--- src/rtl/adsr_pkg.sv ---
package adsr_pkg;

   // Widths of the configuration port, the action code and the level output.
   localparam int REG_W   = 24;
   localparam int ENV_W   = 24;
   localparam int INDEX_W = 3;
   localparam int ACT_W   = 2;

   // Action codes carried by an input beat.
   localparam logic [ACT_W-1:0] ACT_SAMPLE   = 2'd0;
   localparam logic [ACT_W-1:0] ACT_NOTE_ON  = 2'd1;
   localparam logic [ACT_W-1:0] ACT_NOTE_OFF = 2'd2;

   // Register indexes on the configuration port.
   localparam logic [INDEX_W-1:0] CSR_ATTACK_STEP   = 3'd0;
   localparam logic [INDEX_W-1:0] CSR_DECAY_STEP    = 3'd1;
   localparam logic [INDEX_W-1:0] CSR_SUSTAIN_LEVEL = 3'd2;
   localparam logic [INDEX_W-1:0] CSR_RELEASE_SCALE = 3'd3;
   localparam logic [INDEX_W-1:0] CSR_DECAY_ENABLE  = 3'd4;
   localparam logic [INDEX_W-1:0] CSR_RETRIGGER     = 3'd5;

   // Register values after reset.
   localparam logic [REG_W-1:0] RST_ATTACK_STEP   = 24'd1024;
   localparam logic [REG_W-1:0] RST_DECAY_STEP    = 24'd1024;
   localparam logic [REG_W-1:0] RST_SUSTAIN_LEVEL = 24'd4194304;
   localparam logic [REG_W-1:0] RST_RELEASE_SCALE = 24'd256;
   localparam logic             RST_DECAY_ENABLE  = 1'b1;
   localparam logic             RST_RETRIGGER     = 1'b0;

endpackage

--- src/rtl/adsr_envelope_gain_top.sv ---
// Linear ADSR envelope used as the gain of an audio stream.
// Input channel (req_*): one beat is an audio sample, a note-on or a note-off.
// A sample with req_first_channel set advances the envelope one step through
// attack, decay, sustain and release before it is scaled; other samples are
// scaled by the current level. Note beats return audio_out of zero.
// Result channel (rsp_*): exactly one beat per input beat, in order, carrying
// the scaled sample, the envelope level after the item and the voice flag.
// Configuration (csr_*): a write lands on the edge where csr_we is high; write
// only while no item is in flight.
// From input acceptance to rsp_valid, the input register feeds the envelope
// update (add, compare and release multiply) into the scaling stage, and the
// sample multiply feeds the output register.
// Throughput is one beat per cycle while the receiver does not stall.
// When the receiver stalls, each stage holds and fills until req_ready drops;
// up to three beats sit in the pipe. Reset empties the pipe, sets the phase
// to idle with level and release step at zero, and loads register defaults.
module adsr_envelope_gain_top #(
   parameter int LEVEL_FRAC_BITS = 23,
   parameter int SAMPLE_BITS     = 24
) (
   input  logic                                clock,
   input  logic                                reset,
   input  logic                                req_valid,
   output logic                                req_ready,
   input  logic [adsr_pkg::ACT_W-1:0]          req_action,
   input  logic signed [SAMPLE_BITS-1:0]       req_audio_in,
   input  logic                                req_first_channel,
   output logic                                rsp_valid,
   input  logic                                rsp_ready,
   output logic signed [SAMPLE_BITS-1:0]       rsp_audio_out,
   output logic [adsr_pkg::ENV_W-1:0]          rsp_envelope_level,
   output logic                                rsp_voice_active,
   input  logic                                csr_we,
   input  logic [adsr_pkg::INDEX_W-1:0]        csr_index,
   input  logic [adsr_pkg::REG_W-1:0]          csr_wdata
);

   localparam int REG_W   = adsr_pkg::REG_W;
   localparam int LEVEL_W = LEVEL_FRAC_BITS + 1;
   localparam int SUM_W   = ((LEVEL_W > REG_W) ? LEVEL_W : REG_W) + 1;
   localparam int REL_W   = LEVEL_W + REG_W;
   localparam int PROD_W  = SAMPLE_BITS + LEVEL_W + 1;
   localparam logic [SUM_W-1:0] FULL_SCALE = {{(SUM_W-1){1'b0}}, 1'b1} << LEVEL_FRAC_BITS;

   typedef enum logic [2:0] {
      PH_IDLE,
      PH_ATTACK,
      PH_DECAY,
      PH_SUSTAIN,
      PH_RELEASE
   } phase_type;

   // Configuration registers.
   logic [REG_W-1:0] attack_step_ff;
   logic [REG_W-1:0] decay_step_ff;
   logic [REG_W-1:0] sustain_level_ff;
   logic [REG_W-1:0] release_scale_ff;
   logic             decay_enable_ff;
   logic             retrigger_ff;

   // Input stage.
   logic                         a_valid_ff;
   logic [adsr_pkg::ACT_W-1:0]   a_action_ff;
   logic signed [SAMPLE_BITS-1:0] a_audio_ff;
   logic                         a_first_ff;

   // Envelope state.
   phase_type          phase_ff, phase_in;
   logic [LEVEL_W-1:0] level_ff, level_in;
   logic [LEVEL_W-1:0] rstep_ff, rstep_in;

   // Scaling stage.
   logic                          b_valid_ff;
   logic                          b_sample_ff;
   logic signed [SAMPLE_BITS-1:0] b_audio_ff;
   logic [LEVEL_W-1:0]            b_level_ff;
   logic                          b_active_ff;

   // Output stage.
   logic                          rsp_valid_ff;
   logic signed [SAMPLE_BITS-1:0] rsp_audio_ff;
   logic [adsr_pkg::ENV_W-1:0]    rsp_level_ff;
   logic                          rsp_active_ff;

   logic c_ready;
   logic b_ready;
   logic a_ready;
   logic a_move;
   logic b_move;

   logic [SUM_W-1:0]        sustain_wide;
   logic [SUM_W-1:0]        sus_target;
   logic [REL_W-1:0]        rel_prod;
   logic signed [PROD_W-1:0] scale_prod;
   logic signed [PROD_W-1:0] scale_shift;

   // Stage handshake: each stage moves when the one after it can take a beat.
   assign c_ready   = !rsp_valid_ff || rsp_ready;
   assign b_ready   = !b_valid_ff || c_ready;
   assign a_ready   = !a_valid_ff || b_ready;
   assign a_move    = a_valid_ff && b_ready;
   assign b_move    = b_valid_ff && c_ready;
   assign req_ready = a_ready;

   // Configuration writes; unknown indexes are dropped.
   always_ff @(posedge clock) begin
      if (reset) begin
         attack_step_ff   <= adsr_pkg::RST_ATTACK_STEP;
         decay_step_ff    <= adsr_pkg::RST_DECAY_STEP;
         sustain_level_ff <= adsr_pkg::RST_SUSTAIN_LEVEL;
         release_scale_ff <= adsr_pkg::RST_RELEASE_SCALE;
         decay_enable_ff  <= adsr_pkg::RST_DECAY_ENABLE;
         retrigger_ff     <= adsr_pkg::RST_RETRIGGER;
      end else if (csr_we) begin
         unique case (csr_index)
            adsr_pkg::CSR_ATTACK_STEP:   attack_step_ff   <= csr_wdata;
            adsr_pkg::CSR_DECAY_STEP:    decay_step_ff    <= csr_wdata;
            adsr_pkg::CSR_SUSTAIN_LEVEL: sustain_level_ff <= csr_wdata;
            adsr_pkg::CSR_RELEASE_SCALE: release_scale_ff <= csr_wdata;
            adsr_pkg::CSR_DECAY_ENABLE:  decay_enable_ff  <= csr_wdata[0];
            adsr_pkg::CSR_RETRIGGER:     retrigger_ff     <= csr_wdata[0];
            default: begin
            end
         endcase
      end
   end

   // Input register.
   always_ff @(posedge clock) begin
      if (reset) begin
         a_valid_ff <= 1'b0;
      end else if (a_ready) begin
         a_valid_ff <= req_valid;
      end
      if (a_ready && req_valid) begin
         a_action_ff <= req_action;
         a_audio_ff  <= req_audio_in;
         a_first_ff  <= req_first_channel;
      end
   end

   // Sustain target clamps at full scale.
   assign sustain_wide = SUM_W'(sustain_level_ff);
   assign sus_target   = (sustain_wide > FULL_SCALE) ? FULL_SCALE : sustain_wide;

   // Release step for a note-off, taken from the level before the note-off.
   assign rel_prod = REL_W'(level_ff) * REL_W'(release_scale_ff);

   // Next envelope state for the beat leaving the input register.
   always_comb begin
      logic [SUM_W-1:0] lvl;
      logic [SUM_W-1:0] step;
      logic [SUM_W-1:0] peak;
      logic [SUM_W-1:0] sum;
      logic [SUM_W-1:0] dstep;
      logic [SUM_W-1:0] rstep;

      lvl      = SUM_W'(level_ff);
      step     = (attack_step_ff == '0) ? SUM_W'(1) : SUM_W'(attack_step_ff);
      peak     = decay_enable_ff ? FULL_SCALE : sus_target;
      sum      = lvl + step;
      dstep    = SUM_W'(decay_step_ff);
      rstep    = SUM_W'(rstep_ff);
      phase_in = phase_ff;
      level_in = level_ff;
      rstep_in = rstep_ff;

      if (a_action_ff == adsr_pkg::ACT_SAMPLE) begin
         if (a_first_ff) begin
            unique case (phase_ff)
               PH_ATTACK: begin
                  if (sum >= peak) begin
                     level_in = LEVEL_W'(peak);
                     phase_in = decay_enable_ff ? PH_DECAY : PH_SUSTAIN;
                  end else begin
                     level_in = LEVEL_W'(sum);
                  end
               end
               PH_DECAY: begin
                  if (lvl <= sus_target + dstep) begin
                     level_in = LEVEL_W'(sus_target);
                     phase_in = PH_SUSTAIN;
                  end else begin
                     level_in = LEVEL_W'(lvl - dstep);
                  end
               end
               PH_RELEASE: begin
                  if (rstep >= lvl) begin
                     level_in = '0;
                     phase_in = PH_IDLE;
                  end else begin
                     level_in = LEVEL_W'(lvl - rstep);
                  end
               end
               PH_SUSTAIN: begin
                  level_in = LEVEL_W'(sus_target);
               end
               default: begin
                  level_in = '0;
                  phase_in = PH_IDLE;
               end
            endcase
         end
      end else if (a_action_ff == adsr_pkg::ACT_NOTE_ON) begin
         phase_in = PH_ATTACK;
         if (retrigger_ff) begin
            level_in = '0;
         end
      end else if (a_action_ff == adsr_pkg::ACT_NOTE_OFF) begin
         if (phase_ff != PH_IDLE) begin
            phase_in = PH_RELEASE;
            rstep_in = rel_prod[REL_W-1:REG_W];
         end
      end
   end

   // Envelope state and the scaling stage registers.
   always_ff @(posedge clock) begin
      if (reset) begin
         phase_ff   <= PH_IDLE;
         level_ff   <= '0;
         rstep_ff   <= '0;
         b_valid_ff <= 1'b0;
      end else begin
         if (a_move) begin
            phase_ff <= phase_in;
            level_ff <= level_in;
            rstep_ff <= rstep_in;
         end
         if (b_ready) begin
            b_valid_ff <= a_valid_ff;
         end
      end
      if (a_move) begin
         b_sample_ff <= (a_action_ff == adsr_pkg::ACT_SAMPLE);
         b_audio_ff  <= a_audio_ff;
         b_level_ff  <= level_in;
         b_active_ff <= (phase_in != PH_IDLE);
      end
   end

   // Sample times level, arithmetic shift rounds toward minus infinity.
   assign scale_prod  = PROD_W'(b_audio_ff) * $signed({1'b0, b_level_ff});
   assign scale_shift = scale_prod >>> LEVEL_FRAC_BITS;

   // Output register.
   always_ff @(posedge clock) begin
      if (reset) begin
         rsp_valid_ff <= 1'b0;
      end else if (c_ready) begin
         rsp_valid_ff <= b_valid_ff;
      end
      if (b_move) begin
         rsp_audio_ff  <= b_sample_ff ? scale_shift[SAMPLE_BITS-1:0] : '0;
         rsp_level_ff  <= adsr_pkg::ENV_W'(b_level_ff);
         rsp_active_ff <= b_active_ff;
      end
   end

   assign rsp_valid          = rsp_valid_ff;
   assign rsp_audio_out      = rsp_audio_ff;
   assign rsp_envelope_level = rsp_level_ff;
   assign rsp_voice_active   = rsp_active_ff;

   // An idle envelope always sits at zero.
   assert property (@(posedge clock) disable iff (reset)
      (phase_ff == PH_IDLE) |-> (level_ff == '0))
      else $error("idle envelope with nonzero level");

   // The level never rises above full scale.
   assert property (@(posedge clock) disable iff (reset)
      SUM_W'(level_ff) <= FULL_SCALE)
      else $error("envelope level above full scale");

   // A note-on leaving the input register puts the envelope in attack.
   assert property (@(posedge clock) disable iff (reset)
      (a_move && a_action_ff == adsr_pkg::ACT_NOTE_ON) |=> (phase_ff == PH_ATTACK))
      else $error("note-on did not enter attack");

   // The voice flag of a beat in the scaling stage matches its level when idle.
   assert property (@(posedge clock) disable iff (reset)
      (b_valid_ff && !b_active_ff) |-> (b_level_ff == '0))
      else $error("inactive voice beat carries a level");

endmodule
--- config.mk ---
export PLATFORM = sky130hd
export DESIGN_NAME = adsr_envelope_gain_top
export DESIGN_NICKNAME = d
export VERILOG_FILES = /design/src/rtl/adsr_pkg.sv /design/src/rtl/adsr_envelope_gain_top.sv
export SDC_FILE = /design/constraint.sdc
export NUM_CORES = 2
export LEC_CHECK = 0
export ABC_AREA = 1
export CORE_MARGIN = 2
export CORE_UTILIZATION = 55
export CTS_CLUSTER_DIAMETER = 80
export DETAILED_ROUTE_END_ITERATION = 7
export DONT_BUFFER_PORTS = 1
export PLACE_DENSITY = 0.7
export SETUP_SLACK_MARGIN = 0.3
export SLEW_MARGIN = 5
export SYNTH_ARGS = -nofsm -noshare
export SYNTH_HDL_FRONTEND = slang
export SYNTH_SLANG_ARGS = --single-unit
--- constraint.sdc ---
create_clock -name clock -period 9.1 [get_ports clock]
set_input_delay 0.91 -clock clock [delete_from_list [all_inputs] [get_ports clock]]
set_output_delay 0.91 -clock clock [all_outputs]
set_load 0.02 [all_outputs]
==> metrics.txt <==
# TYPE chip_impl_metric gauge
chip_impl_metric{name="synth_cell_types",unit=""} 54
chip_impl_metric{name="routabilityCongestion",unit=""} 0.992
chip_impl_metric{name="synth_enable_flop_cells",unit=""} 126
chip_impl_info{name="min_path_type",value="input pin to flip-flop"} 1
chip_impl_metric{name="core_area",unit="mm^2"} 0.102
chip_impl_metric{name="fin_total_pwr",unit="mW"} 16.7
chip_impl_metric{name="finalHoldViolCount",unit=""} 0
chip_impl_metric{name="power_per_cell_area",unit="mW/mm^2"} 283
chip_impl_metric{name="design.die.area",unit="mm^2"} 0.105
chip_impl_metric{name="i_o_pin_count",unit=""} 110
chip_impl_metric{name="placement.setup.worst_slack",unit="ns"} 1.67
chip_impl_metric{name="required",unit="ns"} 9.57
chip_impl_metric{name="finish.utilization",unit="%"} 58.1
chip_impl_metric{name="drt-wirelength-per-cell",unit="um"} 20.2
chip_impl_metric{name="post_cts_resize_count",unit=""} 0
chip_impl_metric{name="wire_length_of_the_first_global_routing_pass",unit="mm"} 275
chip_impl_metric{name="p_leak",unit="nW"} 32.2
chip_impl_metric{name="synth_seq_area_share",unit="%"} 12.1
chip_impl_metric{name="cts.path.max_buffers",unit=""} 3
chip_impl_metric{name="avgSynthCellArea",unit="um^2"} 7.58
chip_impl_metric{name="insertion_delay",unit="ns"} 0.64
chip_impl_info{name="status",value="completed"} 1
chip_impl_metric{name="max_cap_viol_count",unit=""} 0
chip_impl_metric{name="drt-total-wl",unit="mm"} 175
chip_impl_metric{name="slew_headroom",unit="%"} 16.2
chip_impl_metric{name="crit_fanout",unit=""} 24
chip_impl_metric{name="finalSetupViolations",unit=""} 0
chip_impl_metric{name="die_w",unit="um"} 324
chip_impl_metric{name="final_nets",unit=""} 8785
chip_impl_metric{name="flow.area_growth_from_synthesis",unit="%"} 4.69
chip_impl_metric{name="remaining_design_rule_violation_count",unit=""} 0
chip_impl_info{name="grt_setup_unrepaired",value="no"} 1
chip_impl_info{name="cp-startpoint",value="b_audio_ff[9]"} 1
chip_impl_metric{name="ant_nets",unit=""} 0
chip_impl_metric{name="total_via_count_after_detailed_routing",unit=""} 47400
chip_impl_metric{name="power.share.combinational",unit="%"} 78.7
chip_impl_metric{name="rows",unit=""} 117
chip_impl_metric{name="synthArstFlopShare",unit="%"} 0
chip_impl_info{name="clock_tree_from_tritoncts",value="built"} 1
chip_impl_metric{name="initial_core_util",unit="%"} 55.5
chip_impl_metric{name="numClockSinks",unit=""} 278
chip_impl_metric{name="fin_crit",unit="ns"} 7.55
chip_impl_info{name="hold_path.startpoint",value="reset"} 1
chip_impl_metric{name="ys_ff_latch",unit=""} 278
chip_impl_metric{name="fmax",unit="GHz"} 0.132
chip_impl_info{name="synth_top_flop_cell",value="sky130_fd_sc_hd__dfxtp_1"} 1
chip_impl_metric{name="net_count_synth",unit=""} 8973
chip_impl_metric{name="layout-drive-gt1-share",unit="%"} 3.67
chip_impl_metric{name="global_route.usage.total",unit="%"} 33.7
chip_impl_metric{name="critical_path_arrival",unit="ns"} 8.02
chip_impl_metric{name="first_global_vias",unit=""} 48900
chip_impl_metric{name="power_frac_clock",unit="%"} 10.8
chip_impl_metric{name="clock_transition_at_path_regs",unit="ns"} 0.06
chip_impl_info{name="worstSetupEndpointType",value="flip-flop"} 1
chip_impl_metric{name="stdcell_area",unit="mm^2"} 0.0591
chip_impl_metric{name="dr.pass1.iters",unit=""} 6
chip_impl_metric{name="initialDrtViolationCount",unit=""} 3996
chip_impl_metric{name="route.detailed.vias_per_inst",unit=""} 5.47
chip_impl_metric{name="cts_setup_buffers",unit=""} 0
chip_impl_metric{name="maximum_number_of_pins_on_one_net_before_global_route_repair",unit=""} 94
chip_impl_metric{name="synthCells",unit=""} 7450
chip_impl_info{name="rr_startpoint",value="b_audio_ff[9]"} 1
chip_impl_metric{name="final-max-slew-violation-count",unit=""} 0
chip_impl_info{name="startpoint_type",value="flip-flop"} 1
chip_impl_metric{name="cts_htree_levels",unit=""} 2
chip_impl_metric{name="overflow",unit=""} 0
chip_impl_metric{name="io_buffers",unit=""} 0
chip_impl_metric{name="worst_slack",unit="ns"} 1.55
chip_impl_metric{name="antenna_found_initial",unit=""} 4
chip_impl_metric{name="hpwlAfterDp",unit="mm"} 141
chip_impl_metric{name="cts-buffers-inserted",unit=""} 44
chip_impl_metric{name="sw_frac_of_total",unit="%"} 57.6
chip_impl_metric{name="die_h",unit="um"} 324
chip_impl_metric{name="internal_power",unit="mW"} 7.10
chip_impl_metric{name="final.setup.tns",unit="ns"} 0
chip_impl_metric{name="worst_slew_pin_slew",unit="ns"} 1.26
chip_impl_metric{name="yosysWarnings",unit=""} 0
chip_impl_metric{name="placement.cell_area",unit="mm^2"} 0.0576
chip_impl_metric{name="vdd_drop_max",unit="mV"} 0.614
chip_impl_metric{name="synth_area",unit="mm^2"} 0.0565
chip_impl_metric{name="switching_power",unit="mW"} 9.65
chip_impl_metric{name="seqPwrFrac",unit="%"} 10.6
chip_impl_metric{name="fin_worst_skew",unit="ns"} 0.0191
chip_impl_metric{name="final.period_utilization",unit="%"} 82.9
chip_impl_info{name="clock-root-buffer",value="sky130_fd_sc_hd__clkbuf_16"} 1
chip_impl_metric{name="cts_hold_buf",unit=""} 0
chip_impl_info{name="critPathKind",value="flip-flop to flip-flop"} 1
==> cells in the final DEF (no fill, tap or decap), drive strengths merged, types with 103 or more instances in the layout <==
| cell | synthesis | layout |
|---|---|---|
| nor2 | 370 | 370 |
| dfxtp | 152 | 152 |
| o21ai | 280 | 280 |
| buf | 38 | 103 |
| ha | 498 | 498 |
| inv | 1913 | 1923 |
| edfxtp | 126 | 126 |
| nand3 | 199 | 199 |
| fa | 966 | 966 |
| nand2 | 1831 | 1831 |
| a21oi | 404 | 404 |
==> per-stage QoR <==
step,cells,hold WS [ns]
global route,8666,0.334
global placement,8584,0.400
finish,8669,0.349
floorplan,7450,0.400
detailed placement,8584,0.405
CTS,8666,0.327
==> power groups by stage <==
stage / clock network, mW / registers [mW] / logic [mW]
2_1_floorplan: 0 / 1.68 / 9.33
3_3_place_gp: 0 / 1.79 / 12.9
3_5_place_dp: 0 / 1.79 / 13.0
4_1_cts: 1.83 / 1.77 / 13.1
5_1_grt: 1.86 / 1.78 / 14.9
6_report: 1.80 / 1.77 / 13.2
==> worst max-delay path, cell delays in order (launching register included) <==
cell and delay [ns]:
sky130_fd_sc_hd__edfxtp_1 1.18, sky130_fd_sc_hd__nand2_1 0.22, sky130_fd_sc_hd__fa_1 0.59, sky130_fd_sc_hd__inv_1 0.06, sky130_fd_sc_hd__fa_1 0.54, sky130_fd_sc_hd__inv_1 0.06
sky130_fd_sc_hd__fa_1 0.48, sky130_fd_sc_hd__fa_1 0.52, sky130_fd_sc_hd__fa_1 0.50, sky130_fd_sc_hd__inv_1 0.05, sky130_fd_sc_hd__fa_1 0.50, sky130_fd_sc_hd__fa_1 0.44
sky130_fd_sc_hd__ha_1 0.41, sky130_fd_sc_hd__nand2_1 0.12, sky130_fd_sc_hd__nor2_1 0.13, sky130_fd_sc_hd__inv_1 0.08, sky130_fd_sc_hd__nor2_1 0.10, sky130_fd_sc_hd__inv_1 0.05
sky130_fd_sc_hd__nor3_1 0.12, sky130_fd_sc_hd__nand2_1 0.10, sky130_fd_sc_hd__a21boi_0 0.58, sky130_fd_sc_hd__nand3_1 0.15, sky130_fd_sc_hd__nand2_1 0.12, sky130_fd_sc_hd__o21ai_0 0.08
sky130_fd_sc_hd__a21oi_1 0.18
==> worst paths after layout <==
| kind | to | slack (ns) | cells after the start |
|---|---|---|---|
| hold / removal | b_valid_ff | 0.35 | 1 |
| hold reg to reg | b_audio_ff[5] | 0.42 | 0 |
| setup / recovery | rsp_audio_out[23] | 1.55 | 24 |
| setup reg to reg | rsp_audio_out[23] | 1.55 | 24 |
==> layer usage <==
metal / up-vias / wire length (um) / global-route usage [%]
met4: 4 / 8120 / 13.5
met1: 23200 / 70300 / 44.4
met5: - / 25 / 0
met3: 365 / 15100 / 5.43
met2: 2032 / 81200 / 55.5
li1: 21800 / - / -
==> layout make-up <==
type                            count  area, um^2
Antenna cell                        3        7.51
Clock buffer                       53        1180
Clock inverter                     29         305
Fill cell                        9566       42600
Inverter                         1915        7190
Multi-Input combinational cell   4920       41100
Sequential cell                   278        6830
Tap cell                         1368        1710
Timing Repair Buffer              103         773
==> state kept, by name, summed over array words and instances (netlist names), 2 cells and up <==
register,cells
a_audio_ff,24
attack_step_ff,24
b_audio_ff,24
b_level_ff,24
decay_step_ff,24
level_ff,24
release_scale_ff,24
rsp_audio_out,24
rsp_envelope_level,24
rstep_ff,24
sustain_level_ff,24
phase_ff,3
a_action_ff,2
==> Yosys cell counts, drive strengths merged, types with 39 or more instances <==
library cell | instances | area [um^2]
nor2 | 370 | 1400
nand3 | 199 | 1000
fa | 966 | 19300
edfxtp | 126 | 3780
inv | 1913 | 7180
dfxtp | 152 | 3040
a21oi | 404 | 2070
ha | 498 | 6230
nor3 | 39 | 195
nand2 | 1831 | 6940
xor2 | 44 | 385
clkbuf | 299 | 1120
o21ai | 280 | 1410
==> cell families (layout without fill, tap and decap cells) <==
group                    after synthesis  after routing  share of synthesized area, %
AO/OA/AOI/OAI                        839            839                          8.25
XOR/XNOR                              82             82                          1.27
adder cells (fa/ha/maj)             1464           1464                          45.3
other                                  0              3                             0
AND/OR/NAND/NOR                     2535           2535                          18.0
buffers and inverters               2252           2100                          15.1
flip-flops                           278            278                          12.1
Power figures use the tool's default switching activity.
